**config.mk**
```make
export PLATFORM = sky130hd
export DESIGN_NAME = stun_response_address_parser_top
export DESIGN_NICKNAME = d
export VERILOG_FILES = /design/src/rtl/stunap_pkg.sv /design/src/rtl/stunap_parse.sv /design/src/rtl/stunap_out.sv /design/src/rtl/stun_response_address_parser_top.sv
export SDC_FILE = /design/constraint.sdc
export NUM_CORES = 1
export LEC_CHECK = 0
export BUFFER_PORTS_ARGS = -buffer_cell sky130_fd_sc_hd__buf_2
export CELL_PAD_IN_SITES_DETAIL_PLACEMENT = 0
export CELL_PAD_IN_SITES_GLOBAL_PLACEMENT = 1
export CORE_UTILIZATION = 45
export CTS_CLUSTER_DIAMETER = 120
export DETAILED_ROUTE_END_ITERATION = 7
export MAX_ROUTING_LAYER = met4
export PLACE_DENSITY = 0.84
export SYNTH_ARGS = -nofsm -noshare
export SYNTH_HDL_FRONTEND = slang
export SYNTH_SLANG_ARGS = --single-unit
```
**constraint.sdc**
```tcl
create_clock -name clk -period 8.65 [get_ports clk]
set_input_delay 0.865 -clock clk [delete_from_list [all_inputs] [get_ports clk]]
set_output_delay 0.865 -clock clk [all_outputs]
set_load 0.005 [all_outputs]
```
**src/rtl/stunap_pkg.sv**
```systemverilog
// Shared types and constants for the STUN response address parser.
package stunap_pkg;

  localparam int DEFAULT_MAX_ATTR_WORDS = 16;

  localparam int HDR_IDX_W   = 3;
  localparam int BYTES_W     = 17;
  localparam int CNT_W       = 14;
  localparam int TDATA_OUT_W = 104;
  localparam int PADDR_W     = 3;

  localparam logic [HDR_IDX_W-1:0] HDR_WORDS = 3'd5;
  localparam logic [BYTES_W-1:0]   BYTES_MAX = 17'h1FFFF;

  localparam logic [15:0] MSG_BINDING_RESP  = 16'h0101;
  localparam logic [15:0] ATTR_MAPPED       = 16'h0001;
  localparam logic [15:0] ATTR_XOR_MAPPED   = 16'h8020;
  localparam logic [15:0] ATTR_XOR_MAPPED_0 = 16'h0020;
  localparam logic [15:0] ATTR_CHANGED      = 16'h0005;
  localparam logic [15:0] ATTR_ERROR_CODE   = 16'h0009;
  localparam logic [15:0] FAMILY_IPV4       = 16'h0001;

  localparam logic [PADDR_W-1:0] ADDR_COOKIE = 3'd0;

  // Value word position inside an attribute; saturates at VIDX_REST.
  typedef enum logic [1:0] {
    VIDX_PORT = 2'd0,
    VIDX_IP   = 2'd1,
    VIDX_REST = 2'd2
  } vidx_t;

  typedef struct packed {
    logic        malformed;
    logic        server_error;
    logic [15:0] changed_port;
    logic [31:0] changed_ip;
    logic [15:0] mapped_port;
    logic [31:0] mapped_ip;
    logic        ok;
  } res_t;

endpackage

```
**src/rtl/stunap_parse.sv**
```systemverilog
// Per-beat parse state of the STUN header and attribute walk.
module stunap_parse #(
  parameter int MAX_ATTR_WORDS = stunap_pkg::DEFAULT_MAX_ATTR_WORDS
) (
  input  logic              clk,
  input  logic              rst,
  input  logic              beat,
  input  logic [31:0]       word,
  input  logic              last,
  input  logic [31:0]       cookie,
  output logic              res_valid,
  output stunap_pkg::res_t  res
);
  import stunap_pkg::*;

  localparam int WL_W = $clog2(MAX_ATTR_WORDS + 1);

  logic [HDR_IDX_W-1:0] hdr_idx, hdr_idx_next;
  logic [15:0]          hdr_len, hdr_len_next;
  logic                 type_good, type_good_next;
  logic [BYTES_W-1:0]   bytes_seen, bytes_seen_next;
  logic [15:0]          code, code_next;
  logic [WL_W-1:0]      words_left, words_left_next;
  vidx_t                vidx, vidx_next;
  logic [15:0]          map_port, map_port_next;
  logic [31:0]          map_ip, map_ip_next;
  logic [15:0]          chg_port, chg_port_next;
  logic [31:0]          chg_ip, chg_ip_next;
  logic                 srv_err, srv_err_next;
  logic                 malformed, malformed_next;

  logic [CNT_W-1:0] cnt;
  logic             bad_len;
  logic             is_v4;
  logic [BYTES_W:0] bytes_sum;
  logic             short_pkt;

  assign cnt       = word[15:2];
  assign bad_len   = (word[1:0] != 2'b00) || (cnt > CNT_W'(MAX_ATTR_WORDS));
  assign is_v4     = word[31:16] == FAMILY_IPV4;
  assign bytes_sum = {1'b0, bytes_seen} + (BYTES_W+1)'(4);

  always_comb begin
    hdr_idx_next    = hdr_idx;
    hdr_len_next    = hdr_len;
    type_good_next  = type_good;
    bytes_seen_next = bytes_seen;
    code_next       = code;
    words_left_next = words_left;
    vidx_next       = vidx;
    map_port_next   = map_port;
    map_ip_next     = map_ip;
    chg_port_next   = chg_port;
    chg_ip_next     = chg_ip;
    srv_err_next    = srv_err;
    malformed_next  = malformed;
    if (hdr_idx < HDR_WORDS) begin
      if (hdr_idx == '0) begin
        type_good_next = word[31:16] == MSG_BINDING_RESP;
        hdr_len_next   = word[15:0];
      end
      hdr_idx_next = hdr_idx + HDR_IDX_W'(1);
    end else begin
      bytes_seen_next = bytes_sum[BYTES_W] ? BYTES_MAX : bytes_sum[BYTES_W-1:0];
      if (!malformed) begin
        if (words_left == '0) begin
          if (bad_len) begin
            malformed_next = 1'b1;
          end else begin
            code_next       = word[31:16];
            words_left_next = WL_W'(cnt);
            vidx_next       = VIDX_PORT;
          end
        end else begin
          unique case (code)
            ATTR_MAPPED: begin
              if (vidx == VIDX_PORT && is_v4) map_port_next = word[15:0];
              else if (vidx == VIDX_IP)       map_ip_next   = word;
            end
            ATTR_XOR_MAPPED, ATTR_XOR_MAPPED_0: begin
              if (vidx == VIDX_PORT && is_v4) map_port_next = word[15:0] ^ cookie[31:16];
              else if (vidx == VIDX_IP)       map_ip_next   = word ^ cookie;
            end
            ATTR_CHANGED: begin
              if (vidx == VIDX_PORT && is_v4) chg_port_next = word[15:0];
              else if (vidx == VIDX_IP)       chg_ip_next   = word;
            end
            ATTR_ERROR_CODE: begin
              srv_err_next = 1'b1;
            end
            default: begin
            end
          endcase
          unique case (vidx)
            VIDX_PORT: vidx_next = VIDX_IP;
            default:   vidx_next = VIDX_REST;
          endcase
          words_left_next = words_left - WL_W'(1);
        end
      end
    end
  end

  // The result sees the state as updated by the final beat.
  always_comb begin
    short_pkt        = hdr_idx_next < HDR_WORDS;
    res.ok           = !short_pkt && type_good_next &&
                       (bytes_seen_next == {1'b0, hdr_len_next});
    res.mapped_ip    = res.ok ? map_ip_next   : '0;
    res.mapped_port  = res.ok ? map_port_next : '0;
    res.changed_ip   = res.ok ? chg_ip_next   : '0;
    res.changed_port = res.ok ? chg_port_next : '0;
    res.server_error = srv_err_next;
    res.malformed    = malformed_next || short_pkt || (words_left_next != '0);
    res_valid        = beat && last;
  end

  always_ff @(posedge clk) begin
    if (rst || (beat && last)) begin
      hdr_idx    <= '0;
      hdr_len    <= '0;
      type_good  <= 1'b0;
      bytes_seen <= '0;
      code       <= '0;
      words_left <= '0;
      vidx       <= VIDX_PORT;
      map_port   <= '0;
      map_ip     <= '0;
      chg_port   <= '0;
      chg_ip     <= '0;
      srv_err    <= 1'b0;
      malformed  <= 1'b0;
    end else if (beat) begin
      hdr_idx    <= hdr_idx_next;
      hdr_len    <= hdr_len_next;
      type_good  <= type_good_next;
      bytes_seen <= bytes_seen_next;
      code       <= code_next;
      words_left <= words_left_next;
      vidx       <= vidx_next;
      map_port   <= map_port_next;
      map_ip     <= map_ip_next;
      chg_port   <= chg_port_next;
      chg_ip     <= chg_ip_next;
      srv_err    <= srv_err_next;
      malformed  <= malformed_next;
    end
  end

endmodule

```
**src/rtl/stunap_out.sv**
```systemverilog
// Result register that holds one finished result until the sink takes it.
module stunap_out (
  input  logic                                 clk,
  input  logic                                 rst,
  input  logic                                 res_valid,
  input  stunap_pkg::res_t                     res,
  output logic                                 in_ready,
  output logic                                 m_tvalid,
  input  logic                                 m_tready,
  output logic [stunap_pkg::TDATA_OUT_W-1:0]   m_tdata
);
  import stunap_pkg::*;

  res_t held;

  // Free when empty or when the waiting result leaves this cycle.
  assign in_ready = !m_tvalid || m_tready;
  assign m_tdata  = {(TDATA_OUT_W - $bits(res_t))'(0), held};

  always_ff @(posedge clk) begin
    if (rst) begin
      m_tvalid <= 1'b0;
    end else if (res_valid) begin
      m_tvalid <= 1'b1;
    end else if (m_tready) begin
      m_tvalid <= 1'b0;
    end
  end

  always_ff @(posedge clk) begin
    if (res_valid) begin
      held <= res;
    end
  end

endmodule

```
**src/rtl/stun_response_address_parser_top.sv**
```systemverilog
// Top level of the STUN binding-response address parser.
// The result appears on m_tvalid in the cycle after the beat with tlast is taken.
// Throughput: one word beat per cycle; s_tready drops only while a result waits on m_tready.
// The attribute walk is a single state update per beat, so any packet length streams at full rate.
// Reset (rst, synchronous, active high) clears the cookie, the parse state and the result valid.
module stun_response_address_parser_top #(
  parameter int MAX_ATTR_WORDS = stunap_pkg::DEFAULT_MAX_ATTR_WORDS
) (
  input  logic                                clk,
  input  logic                                rst,
  // Input stream: one 32-bit packet word per beat, wire byte order.
  input  logic                                s_tvalid,
  output logic                                s_tready,
  input  logic [31:0]                         s_tdata,  // [31:0] word
  input  logic                                s_tlast,
  // Result stream: one beat per packet.
  output logic                                m_tvalid,
  input  logic                                m_tready,
  // [0] ok, [32:1] mapped_ip, [48:33] mapped_port, [80:49] changed_ip,
  // [96:81] changed_port, [97] server_error, [98] malformed, [103:99] zero
  output logic [stunap_pkg::TDATA_OUT_W-1:0]  m_tdata,
  // Configuration port.
  input  logic                                psel,
  input  logic                                penable,
  input  logic                                pwrite,
  input  logic [stunap_pkg::PADDR_W-1:0]      paddr,
  input  logic [31:0]                         pwdata,
  output logic [31:0]                         prdata,
  output logic                                pready
);
  import stunap_pkg::*;

  logic [31:0] cookie;
  logic        beat;
  logic        res_valid;
  res_t        res;

  // The cookie register is the only register; writes elsewhere are dropped.
  assign pready = 1'b1;
  assign prdata = (paddr == ADDR_COOKIE) ? cookie : '0;

  always_ff @(posedge clk) begin
    if (rst) begin
      cookie <= '0;
    end else if (psel && penable && pwrite && pready && paddr == ADDR_COOKIE) begin
      cookie <= pwdata;
    end
  end

  // A word beat moves whenever the result register can take whatever it might produce.
  assign beat = s_tvalid && s_tready;

  stunap_parse #(
    .MAX_ATTR_WORDS (MAX_ATTR_WORDS)
  ) u_parse (
    .clk       (clk),
    .rst       (rst),
    .beat      (beat),
    .word      (s_tdata),
    .last      (s_tlast),
    .cookie    (cookie),
    .res_valid (res_valid),
    .res       (res)
  );

  stunap_out u_out (
    .clk       (clk),
    .rst       (rst),
    .res_valid (res_valid),
    .res       (res),
    .in_ready  (s_tready),
    .m_tvalid  (m_tvalid),
    .m_tready  (m_tready),
    .m_tdata   (m_tdata)
  );

  // The final beat of a packet always leaves a result waiting next cycle.
  a_last_gives_result: assert property (@(posedge clk) disable iff (rst)
    (s_tvalid && s_tready && s_tlast) |=> m_tvalid)
    else $error("final beat produced no result");

  // A beat that is not the final one never starts a new result.
  a_no_spurious_result: assert property (@(posedge clk) disable iff (rst)
    (s_tvalid && s_tready && !s_tlast) |=> !$rose(m_tvalid))
    else $error("result raised without a final beat");

  // A failed header check reports no address or port.
  a_fail_zero_addr: assert property (@(posedge clk) disable iff (rst)
    (m_tvalid && !m_tdata[0]) |-> (m_tdata[96:1] == '0))
    else $error("address fields set on a failed packet");

endmodule

```
==> metrics.md, run 1 <==
| Metric | Value |
|---|---|
| Root buffer cell | `clkbuf_16` |
| Num CTS Buffers | `31` |
| Distinct cell type count after synthesis | `60` |
| Post-synth EDFFs | `99` |
| Clock Skew | `0.0158 ns` |
| Placed cell count | `2,101` |
| Critical Path AT | `4.80 ns` |
| Die X | `177 um` |
| First-pass GRT wire length | `65,400 um` |
| Layout cells sized above 1 | `0.183` |
| Routability cong. | `0.929` |
| GRT Util Overall | `0.279` |
| DR iter-0 viols | `1,273` |
| Vias post-DR | `12,439` |
| CTS tree | `built` |
| Asr flop ratio synth | `0` |
| Die Span Y | `177 um` |
| Worst setup path start | `u_parse.hdr_idx[2]$_SDFFE_PP0P_` |
| Post-CTS Hold Fix Bufs | `0` |
| Final Hold Fails | `0` |
| Final worst slack | `4.31 ns` |
| Top cell type by total area after synthesis | `dfxtp_1` |
| Status | `finished, final reports clean` |
| Mapped cell area | `13,900 sq um` |
| Router iterations before antenna repair | `5` |
| Slowest CP cell | `nor2_1` |
| Setup-failing EPs final | `0` |
| Synth warn | `0` |
| Drt wl/cell | `20.1 um` |
| Clk_lat worst skew | `0.56 ns` |
| Sink count of the clock tree | `290` |
| Yosys top cell area share | `0.276` |
| P&R area growth vs syn | `16.4%` |
| Total of max-cap violations | `0` |
| Critical path's largest stage delay | `1.11 ns` |
| I/O pin count | `214` |
| Setup Fix Bufs, Post-CTS | `0` |
| Relative slew slack | `0.184` |
| Final nets | `1,823` |
| Hpwl dp | `29,000 um` |
| Setup CP Type | `flop to flop` |
| CP Launch Type | `flop` |
| Prevailing post-synth register cell | `dfxtp_1` |
| LEAKAGE | `5.57 nW` |
| Core Rows | `63` |
| CTS resizes | `0` |
| Synth Instances | `1,618` |
| Post-DRT Antenna Nets | `0` |
| Worst VDD drop | `132 uV` |
| Tmin final | `4.34 ns` |
| Critical path peak fanout | `18` |
| Pwr dens | `192 nW/um^2` |
| Crit path cell chain | `o21ai_2, nor2_1, nand2_1, nor3_1, nand3_1, nor2_1, nand2_1, a21oi_1` |
| RR Startpoint | `u_parse.hdr_idx[2]$_SDFFE_PP0P_` |
| Drt drc | `0` |
| Hold path start | `u_parse.chg_ip[0]$_SDFFE_PP0P_` |
| Unrepaired setup endpoints after global routing | `false` |
| Pwr Total | `3.10 mW` |
| Reg clk slew, reported paths | `0.06 ns` |
| Most frequent cells in the layout | `nand2_1, buf_2, dfxtp_1` |
| Final Non-Filler Cells | `2,158` |
| Hold crit path type | `flop to flop` |
| Initial core utilization | `0.463` |
| Place WS | `4.04 ns` |
| Vias in the first global route | `11,337` |
| Vias per cell | `5.76` |
| H-tree lvl count | `1` |
| WHS | `0.451 ns` |
| Post-synthesis sequential area ratio | `0.491` |
| Die area | `31,500 sq um` |
| Synthesized flop and latch total | `290` |
| Synth Area per Inst | `8.56 sq um` |
| Critical Path RT | `9.12 ns` |
| Core ar. | `30,000 sq um` |
| Upper clock frequency limit | `231 MHz` |
| Most common cell after layout, fill and taps aside | `nand2_1` |
| Final Max Tran Viols | `0` |
| Number of antenna violations at the first check in global routing | `0` |
| Post-Route WL | `43,400 um` |
| Grt ovf | `0` |
| Ranking of synthesized cells by area | `dfxtp_1, edfxtp_1, nand2_1` |
| Antenna fix cells | `0` |
| Final setup TNS | `0 ns` |
| Clock buffer depth | `3` |
| Port bufs | `207` |
| Largest net degree at the start of global routing | `87` |
| Worst slew pin tran | `1.22 ns` |
| Setup crit end kind | `flop` |
| Final Cycle Share | `0.501` |
## Yosys cell counts, types with 29 or more instances
cell	count
nand2_1	303
nor3_2	29
nor3_1	86
mux2i_1	72
a21oi_1	187
clkbuf_1	115
dfxtp_1	191
a22oi_1	67
edfxtp_1	99
and2_1	35
nor2_1	163
o21ai_0	61
## stage by stage
step / util / area, sq um
after global placement: 0.501 / 15000
after detailed placement: 0.501 / 15000
final: 0.538 / 16100
after global routing: 0.538 / 16100
after CTS: 0.538 / 16100
after floorplan: - / 13900
## metal layers
layer / share of wire / track usage / vias up
met5: 0 / - / -
met4: 0.032 / 0.0894 / 0
li1: - / - / 5932
met1: 0.45 / 0.389 / 5871
met3: 0.076 / 0.0409 / 91
met2: 0.44 / 0.415 / 545
## sequential cells by signal, summed over array words and instances (netlist names)
name,count
u_out.m_tdata,99
cookie,32
u_parse.chg_ip,32
u_parse.map_ip,32
u_parse.bytes_seen,17
u_parse.chg_port,16
u_parse.code,16
u_parse.hdr_len,16
u_parse.map_port,16
u_parse.words_left,5
u_parse.hdr_idx,3
u_parse.vidx,2
u_out.m_tvalid,1
u_parse.malformed,1
u_parse.srv_err,1
u_parse.type_good,1
## power breakdown
group          leakage (nW)  internal (mW)  switching [mW]
Sequential             2.44           1.43          0.0129
Clock                 0.551          0.909           0.548
Combinational          2.59         0.0536           0.145
## final timing paths
| path | end | slack (ns) | depth (start not counted) |
|---|---|---|---|
| setup / recovery | u_parse.chg_port[2]$_SDFFE_PP0P_ | 4.31 | 8 |
| hold / removal | u_parse.chg_ip[0]$_SDFFE_PP0P_ | 0.45 | 2 |
| setup reg to reg | u_parse.chg_port[2]$_SDFFE_PP0P_ | 4.31 | 8 |
| hold reg to reg | u_parse.chg_ip[0]$_SDFFE_PP0P_ | 0.45 | 2 |
## cell type report
class	count	area, sq um
repair buffers	227	1190
clock inverters	16	259
clock buffers	41	865
inverters	9	36.3
fillers	2819	13800
multi-input cells	1185	6490
well taps	390	488
flip-flops and latches	290	6800
## kinds of logic after synthesis
logic type / after synthesis / share of synthesized area
fa+ha+maj: 4 / 0.00361
buf+inv: 147 / 0.0440
other cells: 2 / 0.000542
compound gates: 369 / 0.155
xor+xnor: 19 / 0.0120
flops: 290 / 0.491
mux: 73 / 0.0528
simple gates: 714 / 0.241
## critical path, delay by kind of cell (launching register included)
family / cells / cell delay, ns
compound gates: 2 / 0.51
flops: 1 / 0.54
simple gates: 6 / 3.18
Note: power is estimated with default switching activity, not from simulation.
==> inputs of run 2 (changes only) <==
Settings changed: CORE_UTILIZATION 45 to 39, PLACE_DENSITY 0.84 to 0.78.
Clock period 8.65 ns to 3.5 ns, I/O delays scaled along.
==> metrics.md, run 2 (synthesis results as in run 1) <==
| Metric | Value |
|---|---|
| Pwr Total | `7.62 mW (+150%)` |
| Root buffer cell | `clkbuf_16` |
| Final setup TNS | `0 ns (unchanged)` |
| P&R area growth vs syn | `19.2%` |
| CTS tree | `built` |
| Final nets | `1,849 (+1.4%)` |
| Sink count of the clock tree | `290 (unchanged)` |
| Clk_lat worst skew | `0.57 ns (about the same)` |
| Hold crit path type | `input port to flop` |
| Post-Route WL | `43,000 um (-0.94%)` |
| Drt drc | `0 (unchanged)` |
| Total of max-cap violations | `0 (unchanged)` |
| Reg clk slew, reported paths | `0.06 ns (about the same)` |
| Setup crit end kind | `flop` |
| Most frequent cells in the layout | `nand2_1, buf_2, dfxtp_1` |
| Setup-failing EPs final | `0 (unchanged)` |
| Number of antenna violations at the first check in global routing | `1 (+1)` |
| Largest net degree at the start of global routing | `100 (+15%)` |
| Area of the multi-input gates | `6510 sq um (+0.21%)` |
| Post-CTS Hold Fix Bufs | `0 (unchanged)` |
| Critical Path AT | `3.60 ns (-1.20 ns)` |
| Critical path's largest stage delay | `0.47 ns (-0.64 ns)` |
| Upper clock frequency limit | `311 MHz (+35%)` |
| H-tree lvl count | `1 (unchanged)` |
| Crit path max-delay family | `simple AND/OR/NAND/NOR gates` |
| FF+latch area | `6800 sq um (about the same)` |
| Clock Skew | `0.0151 ns (-0.000716 ns)` |
| Switch Pwr | `1.79 mW (+150%)` |
| Critical Path RT | `3.89 ns (-5.23 ns)` |
| Final Cycle Share | `0.918 (+0.417)` |
| Worst slew pin tran | `0.819 ns (-0.397 ns)` |
| Routability cong. | `0.912 (-1.9%)` |
| Vias in the first global route | `11,229 (-0.95%)` |
| Grt ovf | `0 (unchanged)` |
| Clock buffer depth | `3 (unchanged)` |
| Sw Share | `0.235 (+0.00745)` |
| Core ar. | `34,700 sq um (+16%)` |
| LEAKAGE | `5.73 nW (+2.9%)` |
| Setup Fix Bufs, Post-CTS | `0 (unchanged)` |
| Hpwl dp | `29,500 um (+1.6%)` |
| Drt wl/cell | `19.1 um (-5.0%)` |
| Crit path cell chain | `nand4_1, or2_1, nor4_1, o211ai_1, nor4_1, nand4_1, buf_12, nor3_1` |
| CP Launch Type | `flop` |
| Router iterations before antenna repair | `7 (+2)` |
| Place WS | `0.132 ns (-3.91 ns)` |
| Comb power frac | `0.070 (+0.006)` |
| Vias post-DR | `12,387 (-0.42%)` |
| Util after Layout | `0.476 (-0.0626)` |
| Reg power frac | `0.469 (+0.003)` |
| Final Non-Filler Cells | `2,250 (+4.3%)` |
| Tmin final | `3.21 ns (-1.12 ns)` |
| Most common cell after layout, fill and taps aside | `nand2_1` |
| Worst Path Buf+Inv | `1 (+1)` |
| First-pass GRT wire length | `66,100 um (+1.0%)` |
| Port bufs | `207 (unchanged)` |
| DR iter-0 viols | `1,080 (-15%)` |
| I/O pin count | `214 (unchanged)` |
| Final Max Tran Viols | `0 (unchanged)` |
| Final worst slack | `0.287 ns (-4.03 ns)` |
| Critical path peak fanout | `87 (+69)` |
| Clk network pwr share | `0.461 (-0.009)` |
| Die X | `190 um (+7.3%)` |
| Num CTS Buffers | `31 (unchanged)` |
| Setup CP Type | `flop to flop` |
| Placed cell count | `2,192 (+4.3%)` |
| Die area | `36,300 sq um (+15%)` |
| CTS resizes | `0 (unchanged)` |
| Final Hold Fails | `0 (unchanged)` |
| Post-DRT Antenna Nets | `0 (unchanged)` |
| Vias per cell | `5.51 (-4.5%)` |
| Initial core utilization | `0.399 (-0.0634)` |
| Slowest CP cell | `or2_1` |
| GRT Util Overall | `0.240 (-0.0389)` |
| Int Pwr | `5.83 mW (+140%)` |
| Die Span Y | `190 um (+7.3%)` |
| Worst VDD drop | `336 uV (+150%)` |
| Layout cells sized above 1 | `0.197 (+0.0141)` |
| Core Rows | `68 (+7.9%)` |
| Status | `finished, final reports clean` |
| Pwr dens | `461 nW/um^2 (+140%)` |
| Unrepaired setup endpoints after global routing | `false` |
| Max reg flops | `99 (unchanged)` |
| Fill count | `3,389 (+20%)` |
| Relative slew slack | `0.452 (+0.268)` |
## run 2: area by class of cell
class,instances,share of cell area
clock inverter,21,0.0162
tap,455,0.0345
multi-input combinational,1185,0.394
clock buffer,36,0.0499
inverter,9,0.00227
sequential,290,0.412
timing repair buffer,253,0.0912
antenna,1,0.000152
## run 2: worst reg2reg max path, stage by stage, from the launching register on
cell	delay, ns
dfxtp_1	0.45
nand4_1	0.33
or2_1	0.47
nor4_1	0.47
o211ai_1	0.18
nor4_1	0.31
nand4_1	0.22
buf_12	0.29
nor3_1	0.33
## run 2: power groups by stage
stage	clock [mW]	sequential [mW]	combinational [mW]
finish	3.51	3.57	0.530
global route	3.71	3.58	0.571
CTS	3.58	3.57	0.534
detailed placement	0	3.65	0.533
global placement	0	3.65	0.530
floorplan	0	3.65	0.265
## run 2: path summary, 6_finish.rpt
check	start	end	slack, ns	cells after the start
min reg2reg	u_parse.chg_ip[14]$_SDFFE_PP0P_	u_parse.chg_ip[14]$_SDFFE_PP0P_	0.45	2
min	pwdata[0]	cookie[0]$_SDFFE_PP0P_	0.02	3
max	u_parse.bytes_seen[10]$_SDFFE_PP0P_	u_out.m_tdata[47]$_SDFFCE_PN0P_	0.29	8
max reg2reg	u_parse.bytes_seen[10]$_SDFFE_PP0P_	u_out.m_tdata[47]$_SDFFCE_PN0P_	0.29	8
## run 2: per-layer routing
metal,wire length [um],vias to the layer above,share of wire,track usage
met3,2790,61,0.065,0.0315
met2,19000,438,0.44,0.361
li1,-,5988,-,-
met4,920,0,0.021,0.0585
met5,0,-,0,-
met1,20300,5900,0.47,0.341
## run 2: stage by stage
stage               instance area (sq um)  hold slack [ns]
floorplan                           13900            0.431
global placement                    15400            0.437
detailed placement                  15400            0.442
CTS                                 16500          0.00373
global route                        16500          0.00949
finish                              16500           0.0233
